**config.mk**
```make
export PLATFORM = sky130hd
export DESIGN_NAME = shunt_current_window_stats
export DESIGN_NICKNAME = d
export VERILOG_FILES = /design/src/design/scws_pkg.sv /design/src/design/scws_div.sv /design/src/design/scws_dp.sv /design/src/design/scws_ctrl.sv /design/src/design/shunt_current_window_stats.sv
export SDC_FILE = /design/constraint.sdc
export NUM_CORES = 1
export LEC_CHECK = 0
export BUFFER_PORTS_ARGS = -buffer_cell sky130_fd_sc_hd__buf_2
export CORE_ASPECT_RATIO = 0.75
export CORE_MARGIN = 4
export CORE_UTILIZATION = 50
export CTS_CLUSTER_DIAMETER = 200
export DETAILED_ROUTE_END_ITERATION = 8
export PLACE_DENSITY = 0.68
export SLEW_MARGIN = 30
export SYNTH_ARGS = -nofsm -noshare
export SYNTH_HDL_FRONTEND = slang
export SYNTH_SLANG_ARGS = --single-unit
```
**constraint.sdc**
```tcl
create_clock -name clk -period 13.1 [get_ports clk]
set_input_delay 0.655 -clock clk [delete_from_list [all_inputs] [get_ports clk]]
set_output_delay 0.655 -clock clk [all_outputs]
set_load 0.01 [all_outputs]
```
**src/design/scws_pkg.sv**
```systemverilog
// Package: shared types, constants and command/status structs of the shunt current stats block
`default_nettype none
package scws_pkg;

  localparam int COUNT_BITS = 16;
  localparam int CUR_W      = 28;
  localparam int SUM_W      = CUR_W + COUNT_BITS;
  localparam int SHUNT_W    = 10;
  localparam int DVS_W      = (COUNT_BITS > SHUNT_W) ? COUNT_BITS : SHUNT_W;
  localparam int QCNT_W     = $clog2(SUM_W);
  localparam int RAW_W      = 16;
  localparam int PROD_W     = 29;
  localparam int BUS_W      = 16;
  localparam int MV_W       = 17;
  localparam int PCT_W      = 7;
  localparam int OCNT_W     = 16;

  localparam int UA_SCALE   = 2500;
  localparam int PCT_SCALE  = 100;

  localparam logic [SHUNT_W-1:0]     SHUNT_RST  = SHUNT_W'(100);
  localparam logic signed [CUR_W-1:0] THRESH_RST = CUR_W'(5000);
  localparam logic signed [CUR_W-1:0] CUR_MAX    = {1'b0, {(CUR_W-1){1'b1}}};
  localparam logic signed [CUR_W-1:0] CUR_MIN    = {1'b1, {(CUR_W-1){1'b0}}};

  localparam logic CFG_SHUNT  = 1'b0;
  localparam logic CFG_THRESH = 1'b1;

  localparam logic OP_SAMPLE = 1'b0;
  localparam logic OP_CLOSE  = 1'b1;

  localparam logic [1:0] DSEL_CONV = 2'd0;
  localparam logic [1:0] DSEL_MEAN = 2'd1;
  localparam logic [1:0] DSEL_PCT  = 2'd2;

  typedef struct packed {
    logic                    op;
    logic signed [RAW_W-1:0] shunt_raw;
    logic [BUS_W-1:0]        bus_raw;
  } in_t;

  typedef struct packed {
    logic [OCNT_W-1:0]       sample_count;
    logic signed [CUR_W-1:0] mean_ua;
    logic signed [CUR_W-1:0] min_ua;
    logic signed [CUR_W-1:0] max_ua;
    logic [MV_W-1:0]         bus_mv;
    logic [PCT_W-1:0]        below_pct;
  } out_t;

  typedef struct packed {
    logic       cap;
    logic       div_start;
    logic [1:0] div_sel;
    logic       upd_sample;
    logic       mean_save;
    logic       pct_save;
    logic       load_out;
  } cmd_t;

  typedef struct packed {
    logic count_zero;
    logic count_full;
    logic div_busy;
    logic div_done;
    logic out_busy;
  } stat_t;

endpackage
`default_nettype wire

```
**src/design/scws_div.sv**
```systemverilog
// Shared restoring divider, one quotient bit per cycle
`default_nettype none
module scws_div (
  input  wire logic                         clk,
  input  wire logic                         rst_n,
  input  wire logic                         start,
  input  wire logic [scws_pkg::SUM_W-1:0]   dividend,
  input  wire logic [scws_pkg::DVS_W-1:0]   divisor,
  output logic                              busy,
  output logic                              done,
  output logic [scws_pkg::SUM_W-1:0]        quotient
);

  logic                              busy_r, busy_nxt;
  logic                              done_r, done_nxt;
  logic [scws_pkg::QCNT_W-1:0]       cnt_r, cnt_nxt;
  logic [scws_pkg::SUM_W-1:0]        acc_r, acc_nxt;
  logic [scws_pkg::DVS_W-1:0]        rem_r, rem_nxt;
  logic [scws_pkg::DVS_W-1:0]        dvs_r, dvs_nxt;
  logic [scws_pkg::DVS_W:0]          trial;
  logic [scws_pkg::DVS_W:0]          diff;
  logic                              ge;

  always_comb begin
    trial    = {rem_r, acc_r[scws_pkg::SUM_W-1]};
    ge       = trial >= {1'b0, dvs_r};
    diff     = trial - {1'b0, dvs_r};
    busy_nxt = busy_r;
    done_nxt = 1'b0;
    cnt_nxt  = cnt_r;
    acc_nxt  = acc_r;
    rem_nxt  = rem_r;
    dvs_nxt  = dvs_r;
    if (start) begin
      busy_nxt = 1'b1;
      cnt_nxt  = scws_pkg::QCNT_W'(scws_pkg::SUM_W - 1);
      acc_nxt  = dividend;
      rem_nxt  = '0;
      dvs_nxt  = divisor;
    end else if (busy_r) begin
      acc_nxt = {acc_r[scws_pkg::SUM_W-2:0], ge};
      rem_nxt = ge ? diff[scws_pkg::DVS_W-1:0] : trial[scws_pkg::DVS_W-1:0];
      if (cnt_r == '0) begin
        busy_nxt = 1'b0;
        done_nxt = 1'b1;
      end else begin
        cnt_nxt = cnt_r - 1'b1;
      end
    end
  end

  always_ff @(posedge clk) begin
    if (!rst_n) begin
      busy_r <= 1'b0;
      done_r <= 1'b0;
      cnt_r  <= '0;
    end else begin
      busy_r <= busy_nxt;
      done_r <= done_nxt;
      cnt_r  <= cnt_nxt;
    end
  end

  always_ff @(posedge clk) begin
    acc_r <= acc_nxt;
    rem_r <= rem_nxt;
    dvs_r <= dvs_nxt;
  end

  assign busy     = busy_r;
  assign done     = done_r;
  assign quotient = acc_r;

endmodule
`default_nettype wire

```
**src/design/scws_dp.sv**
```systemverilog
// Datapath: config registers, window accumulators, conversion, divider and output register
`default_nettype none
module scws_dp (
  input  wire logic                              clk,
  input  wire logic                              rst_n,
  input  wire scws_pkg::in_t                     in_data,
  input  wire logic                              cfg_wr,
  input  wire logic                              cfg_index,
  input  wire logic signed [scws_pkg::CUR_W-1:0] cfg_data,
  input  wire scws_pkg::cmd_t                    cmd,
  output scws_pkg::stat_t                        stat,
  output logic                                   out_valid,
  input  wire logic                              out_stall,
  output scws_pkg::out_t                         out_data
);

  localparam int SUM_W = scws_pkg::SUM_W;
  localparam int CUR_W = scws_pkg::CUR_W;

  logic [scws_pkg::SHUNT_W-1:0]      shunt_r;
  logic signed [CUR_W-1:0]           thresh_r;
  logic signed [SUM_W-1:0]           sum_r;
  logic signed [CUR_W-1:0]           min_r;
  logic signed [CUR_W-1:0]           max_r;
  logic [scws_pkg::COUNT_BITS-1:0]   count_r;
  logic [scws_pkg::COUNT_BITS-1:0]   below_r;
  logic signed [scws_pkg::RAW_W-1:0] raw_r;
  logic [scws_pkg::BUS_W-1:0]        bus_r;
  logic                              neg_r, neg_nxt;
  logic signed [CUR_W-1:0]           mean_r;
  logic [scws_pkg::PCT_W-1:0]        pct_r;
  logic                              out_valid_r, out_valid_nxt;
  scws_pkg::out_t                    out_r, out_nxt;

  logic signed [scws_pkg::PROD_W-1:0] prod;
  logic [CUR_W-1:0]                  prod_mag;
  logic [SUM_W-1:0]                  sum_mag;
  logic [scws_pkg::SHUNT_W-1:0]      shunt_eff;
  logic [SUM_W-1:0]                  dvd;
  logic [scws_pkg::DVS_W-1:0]        dvs;
  logic [SUM_W-1:0]                  quot;
  logic signed [CUR_W-1:0]           qsigned;
  logic [scws_pkg::MV_W+1:0]         bus_x5;
  logic                              div_busy, div_done;

  always_comb begin
    prod      = $signed({{(scws_pkg::PROD_W-scws_pkg::RAW_W){raw_r[scws_pkg::RAW_W-1]}}, raw_r})
                * $signed(scws_pkg::PROD_W'(scws_pkg::UA_SCALE));
    prod_mag  = prod[scws_pkg::PROD_W-1] ? CUR_W'(-prod) : CUR_W'(prod);
    sum_mag   = sum_r[SUM_W-1] ? SUM_W'(-sum_r) : SUM_W'(sum_r);
    shunt_eff = (shunt_r == '0) ? scws_pkg::SHUNT_W'(1) : shunt_r;
    unique case (cmd.div_sel)
      scws_pkg::DSEL_CONV: begin
        dvd     = SUM_W'(prod_mag);
        dvs     = scws_pkg::DVS_W'(shunt_eff);
        neg_nxt = prod[scws_pkg::PROD_W-1];
      end
      scws_pkg::DSEL_MEAN: begin
        dvd     = sum_mag;
        dvs     = scws_pkg::DVS_W'(count_r);
        neg_nxt = sum_r[SUM_W-1];
      end
      scws_pkg::DSEL_PCT: begin
        dvd     = SUM_W'(SUM_W'(below_r) * SUM_W'(scws_pkg::PCT_SCALE));
        dvs     = scws_pkg::DVS_W'(count_r);
        neg_nxt = 1'b0;
      end
      default: begin
        dvd     = '0;
        dvs     = scws_pkg::DVS_W'(1);
        neg_nxt = 1'b0;
      end
    endcase
  end

  scws_div u_div (
    .clk      (clk),
    .rst_n    (rst_n),
    .start    (cmd.div_start),
    .dividend (dvd),
    .divisor  (dvs),
    .busy     (div_busy),
    .done     (div_done),
    .quotient (quot)
  );

  assign qsigned = neg_r ? CUR_W'(-quot[CUR_W-1:0]) : quot[CUR_W-1:0];
  assign bus_x5  = {1'b0, bus_r, 2'b00} + {3'b000, bus_r};

  always_comb begin
    out_nxt              = out_r;
    out_nxt.sample_count = scws_pkg::OCNT_W'(count_r);
    out_nxt.mean_ua      = mean_r;
    out_nxt.min_ua       = min_r;
    out_nxt.max_ua       = max_r;
    out_nxt.bus_mv       = bus_x5[scws_pkg::MV_W+1:2];
    out_nxt.below_pct    = pct_r;
    out_valid_nxt        = out_valid_r && out_stall;
    if (cmd.load_out) begin
      out_valid_nxt = 1'b1;
    end else begin
      out_nxt = out_r;
    end
  end

  always_ff @(posedge clk) begin
    if (!rst_n) begin
      shunt_r     <= scws_pkg::SHUNT_RST;
      thresh_r    <= scws_pkg::THRESH_RST;
      sum_r       <= '0;
      min_r       <= scws_pkg::CUR_MAX;
      max_r       <= scws_pkg::CUR_MIN;
      count_r     <= '0;
      below_r     <= '0;
      out_valid_r <= 1'b0;
    end else begin
      out_valid_r <= out_valid_nxt;
      if (cfg_wr) begin
        unique case (cfg_index)
          scws_pkg::CFG_SHUNT:  shunt_r  <= cfg_data[scws_pkg::SHUNT_W-1:0];
          scws_pkg::CFG_THRESH: thresh_r <= cfg_data;
          default: ;
        endcase
      end
      if (cmd.upd_sample) begin
        sum_r   <= sum_r + SUM_W'(qsigned);
        count_r <= count_r + 1'b1;
        if (qsigned < min_r) begin
          min_r <= qsigned;
        end
        if (qsigned > max_r) begin
          max_r <= qsigned;
        end
        if (qsigned < thresh_r) begin
          below_r <= below_r + 1'b1;
        end
      end else if (cmd.load_out) begin
        sum_r   <= '0;
        min_r   <= scws_pkg::CUR_MAX;
        max_r   <= scws_pkg::CUR_MIN;
        count_r <= '0;
        below_r <= '0;
      end
    end
  end

  always_ff @(posedge clk) begin
    out_r <= out_nxt;
    if (cmd.cap) begin
      raw_r <= in_data.shunt_raw;
      bus_r <= in_data.bus_raw;
    end
    if (cmd.div_start) begin
      neg_r <= neg_nxt;
    end
    if (cmd.mean_save) begin
      mean_r <= qsigned;
    end
    if (cmd.pct_save) begin
      pct_r <= quot[scws_pkg::PCT_W-1:0];
    end
  end

  assign stat.count_zero = (count_r == '0);
  assign stat.count_full = &count_r;
  assign stat.div_busy   = div_busy;
  assign stat.div_done   = div_done;
  assign stat.out_busy   = out_valid_r && out_stall;
  assign out_valid       = out_valid_r;
  assign out_data        = out_r;

endmodule
`default_nettype wire

```
**src/design/scws_ctrl.sv**
```systemverilog
// Controller: sequences sample conversion and window close through the shared divider
`default_nettype none
module scws_ctrl (
  input  wire logic            clk,
  input  wire logic            rst_n,
  input  wire logic            in_valid,
  input  wire logic            in_op,
  output logic                 in_stall,
  input  wire scws_pkg::stat_t stat,
  output scws_pkg::cmd_t       cmd
);

  localparam logic [3:0] S_IDLE   = 4'd0;
  localparam logic [3:0] S_CSTART = 4'd1;
  localparam logic [3:0] S_CDIV   = 4'd2;
  localparam logic [3:0] S_UPD    = 4'd3;
  localparam logic [3:0] S_MSTART = 4'd4;
  localparam logic [3:0] S_MDIV   = 4'd5;
  localparam logic [3:0] S_PSTART = 4'd6;
  localparam logic [3:0] S_PDIV   = 4'd7;
  localparam logic [3:0] S_LOAD   = 4'd8;

  logic [3:0] state_r, state_nxt;

  always_comb begin
    cmd       = '0;
    state_nxt = state_r;
    unique case (state_r)
      S_IDLE: begin
        if (in_valid) begin
          cmd.cap = 1'b1;
          if (in_op == scws_pkg::OP_SAMPLE) begin
            if (!stat.count_full) begin
              state_nxt = S_CSTART;
            end
          end else if (!stat.count_zero) begin
            state_nxt = S_MSTART;
          end
        end
      end
      S_CSTART: begin
        cmd.div_start = 1'b1;
        cmd.div_sel   = scws_pkg::DSEL_CONV;
        state_nxt     = S_CDIV;
      end
      S_CDIV: begin
        cmd.div_sel = scws_pkg::DSEL_CONV;
        if (stat.div_done) begin
          state_nxt = S_UPD;
        end
      end
      S_UPD: begin
        cmd.upd_sample = 1'b1;
        state_nxt      = S_IDLE;
      end
      S_MSTART: begin
        cmd.div_start = 1'b1;
        cmd.div_sel   = scws_pkg::DSEL_MEAN;
        state_nxt     = S_MDIV;
      end
      S_MDIV: begin
        cmd.div_sel = scws_pkg::DSEL_MEAN;
        if (stat.div_done) begin
          cmd.mean_save = 1'b1;
          state_nxt     = S_PSTART;
        end
      end
      S_PSTART: begin
        cmd.div_start = 1'b1;
        cmd.div_sel   = scws_pkg::DSEL_PCT;
        state_nxt     = S_PDIV;
      end
      S_PDIV: begin
        cmd.div_sel = scws_pkg::DSEL_PCT;
        if (stat.div_done) begin
          cmd.pct_save = 1'b1;
          state_nxt    = S_LOAD;
        end
      end
      S_LOAD: begin
        if (!stat.out_busy) begin
          cmd.load_out = 1'b1;
          state_nxt    = S_IDLE;
        end
      end
      default: begin
        state_nxt = S_IDLE;
      end
    endcase
  end

  always_ff @(posedge clk) begin
    if (!rst_n) begin
      state_r <= S_IDLE;
    end else begin
      state_r <= state_nxt;
    end
  end

  assign in_stall = (state_r != S_IDLE);

endmodule
`default_nettype wire

```
**src/design/shunt_current_window_stats.sv**
```systemverilog
// Top level: windowed shunt current min/max/mean statistics
// A sample is converted in the shared divider and added to the window before the next transfer.
// A close runs the shared 44-bit divider twice (mean, then percentage) and loads the result
// once the output register is free; the divider resolves one quotient bit per cycle.
// Samples keep transferring while a finished result waits in the output register.
// Synchronous active-low reset: window cleared, shunt 100 mOhm, threshold 5000 uA.
`default_nettype none
module shunt_current_window_stats (
  input  wire logic                              clk,
  input  wire logic                              rst_n,
  input  wire logic                              in_valid,
  output logic                                   in_stall,
  input  wire scws_pkg::in_t                     in_data,
  output logic                                   out_valid,
  input  wire logic                              out_stall,
  output scws_pkg::out_t                         out_data,
  input  wire logic                              cfg_valid,
  output logic                                   cfg_ready,
  input  wire logic                              cfg_index,
  input  wire logic signed [scws_pkg::CUR_W-1:0] cfg_data
);

  scws_pkg::cmd_t  cmd;
  scws_pkg::stat_t stat;

  assign cfg_ready = 1'b1;

  scws_ctrl u_ctrl (
    .clk      (clk),
    .rst_n    (rst_n),
    .in_valid (in_valid),
    .in_op    (in_data.op),
    .in_stall (in_stall),
    .stat     (stat),
    .cmd      (cmd)
  );

  scws_dp u_dp (
    .clk       (clk),
    .rst_n     (rst_n),
    .in_data   (in_data),
    .cfg_wr    (cfg_valid && cfg_ready),
    .cfg_index (cfg_index),
    .cfg_data  (cfg_data),
    .cmd       (cmd),
    .stat      (stat),
    .out_valid (out_valid),
    .out_stall (out_stall),
    .out_data  (out_data)
  );

`ifndef SYNTHESIS
  a_no_empty_report: assert property (@(posedge clk) disable iff (!rst_n)
    cmd.load_out |-> !stat.count_zero)
    else $error("report loaded from an empty window");

  a_div_start_idle: assert property (@(posedge clk) disable iff (!rst_n)
    cmd.div_start |-> !stat.div_busy)
    else $error("divider started while running");

  a_load_clears: assert property (@(posedge clk) disable iff (!rst_n)
    cmd.load_out |=> out_valid && stat.count_zero)
    else $error("load did not present result and clear window");
`endif

endmodule
`default_nettype wire

```
==> summary.txt <==
Run status
  • Status: finished clean

Clocking
  • Clock slew at reported path FFs: 0.07 ns
  • TritonCTS Buffers: 48
  • CTS Buffer Depth: 3
  • CTS tree: done
  • # H-tree levels: 2
  • Sink Count: 451
  • Post-CTS Repair Setup Buffers: 0
  • Root Driver: clkbuf_16
  • Post-CTS sizing: 0
  • Clk_lat worst skew: 0.61 ns
  • Cts hold-fix bufs: 0

Timing
  • Setup Total Neg Slack: 0 ns
  • Setup violators final: 0
  • Slew Limit Fails: 0
  • Skew final: 0.0320 ns
  • Max Freq: 144 MHz
  • Part of the cycle the worst path needs: 52.9%
  • RSZ-0062 raised after global routing: false
  • Hold violation count in the final report: 0
  • Worst-Margin Slew: 0.996 ns
  • Slew HR: 33.1%
  • Final WS setup: 6.17 ns
  • Min cycle time layout: 6.93 ns
  • Min Hold Slack: 0.213 ns

Critical path
  • CP endpoint kind: flip-flop
  • FF-to-FF setup slack: 6.17 ns
  • FF-to-FF path depth: 20
  • Critical Path Fanout Max: 20
  • Worst r2r src: u_dp.raw_r[4]
  • Crit Path Class: flip-flop to flip-flop
  • Reg2reg end: u_dp.u_div.quotient[27]
  • Worst Path Arrival: 7.41 ns
  • Worst endpoint required time: 13.58 ns
  • CP Launch Type: flip-flop

Synth
  • Synth top area share: 26.2%
  • Post-Syn Nets: 3477
  • Sequential fraction of the synthesis area: 40.1%
  • Avg Cell Area, Syn: 9.45 um^2
  • Yosys top cell by area: edfxtp_1
  • Mapped Area: 28800 um^2
  • Ys flop type: edfxtp_1
  • Synthesized flop and latch total: 451
  • Synth top area cells: edfxtp_1 (26%), dfxtp_1 (14%), ha_1 (13%)
  • Post-synth ARST share: 0%
  • Post-synth EDFFs: 252
  • Netlist cell types: 86
  • Gate Count Post-Synth: 3050
  • Ys Warns: 0

Floorplanning
  • Die W: 285 um
  • Die Y: 216 um
  • Initial core utilization: 51.0%
  • Io pins: 194
  • Core ar.: 56500 um^2
  • Site row count: 75
  • DIE AREA: 61600 um^2

Place
  • DP HPWL: 60.0 mm
  • GPL Wtd Cong: 1.01
  • Placed instance area: 30700 um^2
  • Port bufs: 192
  • Pre-CTS WS: 6.26 ns

Global routing
  • Initial antenna violation count: 2
  • Vias in the first global route: 22700
  • Largest net degree at the start of global routing: 84
  • GRT Util Overall: 25.8%
  • Gr ovfl total: 0
  • First-pass GRT wire length: 128 mm

Final layout
  • Final Instance Area: 32300 um^2
  • Final Net Count: 3634
  • Most common cell after layout, fill and taps aside: nand2_1
  • Layout area overhead: 11.9%
  • Commonest cells after routing, fill and taps aside: nand2_1 (306), ha_1 (301), inv_1 (298), edfxtp_1 (252), o21ai_0 (211)
  • Share of layout cells above drive strength 1: 11.2%

Worst hold path
  • Worst hold start: in_data[11]
  • Worst Hold Endpoint: u_dp.bus_r[11]
  • Class of the tightest hold or removal check: input pin to flip-flop
  • Worst Hold Path Cells: 1

Route
  • Vias per cell: 5.87
  • ANT nets after route: 0
  • DR vias: 23600
  • Drt first pass iters: 7
  • First-iteration detailed-routing DRC count: 2296
  • Post-Route WL: 81.1 mm
  • Drt drc: 0
  • Drt wl/cell: 20.2 um

Run
  • Max-Cap Viols: 0
[layout make-up]
class	instances	area (um^2)
antenna	1	2.50
clock buffer	59	1330
clock inverter	31	256
fill	4894	24200
inverter	300	1130
multi-input combinational	2169	15700
sequential	451	11600
tap	770	963
timing repair buffer	237	1320
[registers in the layout, summed over array words and instances (netlist names), 4 cells and up]
signal and flops:
u_ctrl.state_r 4, u_dp.below_r 16, u_dp.bus_r 16, u_dp.count_r 16
u_dp.max_r 28, u_dp.mean_r 28, u_dp.min_r 28, u_dp.out_data 124
u_dp.pct_r 7, u_dp.raw_r 16, u_dp.shunt_r 10, u_dp.sum_r 44
u_dp.thresh_r 28, u_dp.u_div.cnt_r 6, u_dp.u_div.dvs_r 16, u_dp.u_div.quotient 44
u_dp.u_div.rem_r 16
[worst max path at each step]
stage,from,end,slack [ns],depth (start not counted)
after floorplan,u_dp.raw_r[7],u_dp.u_div.quotient[27],7.15,19
after global placement,u_dp.raw_r[5],u_dp.u_div.quotient[27],6.41,18
after detailed placement,u_dp.raw_r[5],u_dp.u_div.quotient[27],6.26,18
after CTS,u_dp.raw_r[4],u_dp.u_div.quotient[27],6.20,20
after global routing,u_dp.raw_r[4],u_dp.u_div.quotient[27],5.60,20
final,u_dp.raw_r[4],u_dp.u_div.quotient[27],6.17,20
[through the flow]
stage / util [%] / cells
global placement: 54.2 / 3926
floorplan: - / 3050
CTS: 57.1 / 4017
global route: 57.1 / 4018
detailed placement: 54.3 / 3927
finish: 57.1 / 4018
[cells by family after synthesis]
| family | Yosys count | share of synthesized area (%) |
|---|---|---|
| adder cells (fa/ha/maj) | 360 | 17.2 |
| AND/OR/NAND/NOR | 852 | 14.4 |
| other | 1 | 0.0130 |
| multiplexers | 20 | 0.712 |
| flip-flops | 451 | 40.1 |
| AO/OA/AOI/OAI | 755 | 16.6 |
| XOR/XNOR | 181 | 5.52 |
| buffers and inverters | 430 | 5.62 |
[critical path: stages, from the launching register on]
cell and delay, ns:
edfxtp_1 0.52, ha_1 0.35, ha_1 0.27, inv_1 0.05
fa_1 0.53, inv_1 0.06, fa_1 0.55, inv_1 0.08
fa_1 0.53, inv_1 0.04, ha_1 0.33, o21ai_0 0.15
a211oi_1 0.51, o211ai_1 0.34, a211oi_1 0.53, o2111ai_1 0.23
nand4_1 0.65, nand2_1 0.37, o311a_1 0.20, a2111oi_1 0.33
o22a_1 0.19
[layer usage]
layer | GRT usage, % | share of wire (%) | vias up
met5 | 0 | 0 | -
met4 | 6.53 | 2.2 | 0
met3 | 4.47 | 7.3 | 122
met2 | 39.4 | 44 | 810
met1 | 38.0 | 47 | 11400
li1 | - | - | 11200
[synthesized netlist by cell type, types with 14 or more instances]
cell type / number
xor2_1: 80
ha_1: 301
inv_1: 299
o21ai_0: 211
a22oi_1: 19
nor3_1: 63
nor4_1: 22
dfxtp_1: 199
and2_1: 21
a21o_1: 67
or3_1: 20
buf_1: 17
nand2b_1: 31
nand4_1: 62
fa_1: 59
nand2_1: 307
nor2_1: 151
xnor2_1: 100
o31ai_1: 29
o21a_1: 23
a211oi_1: 26
edfxtp_1: 252
clkbuf_1: 110
o41ai_1: 21
or4_1: 14
nand3_1: 61
o211ai_1: 27
a31oi_1: 19
nor2b_1: 40
mux2i_1: 16
a21oi_1: 205
Power is left out: the tool's default activity adds up to more than one toggle a clock period on the data nets, which glitch-free logic cannot reach.
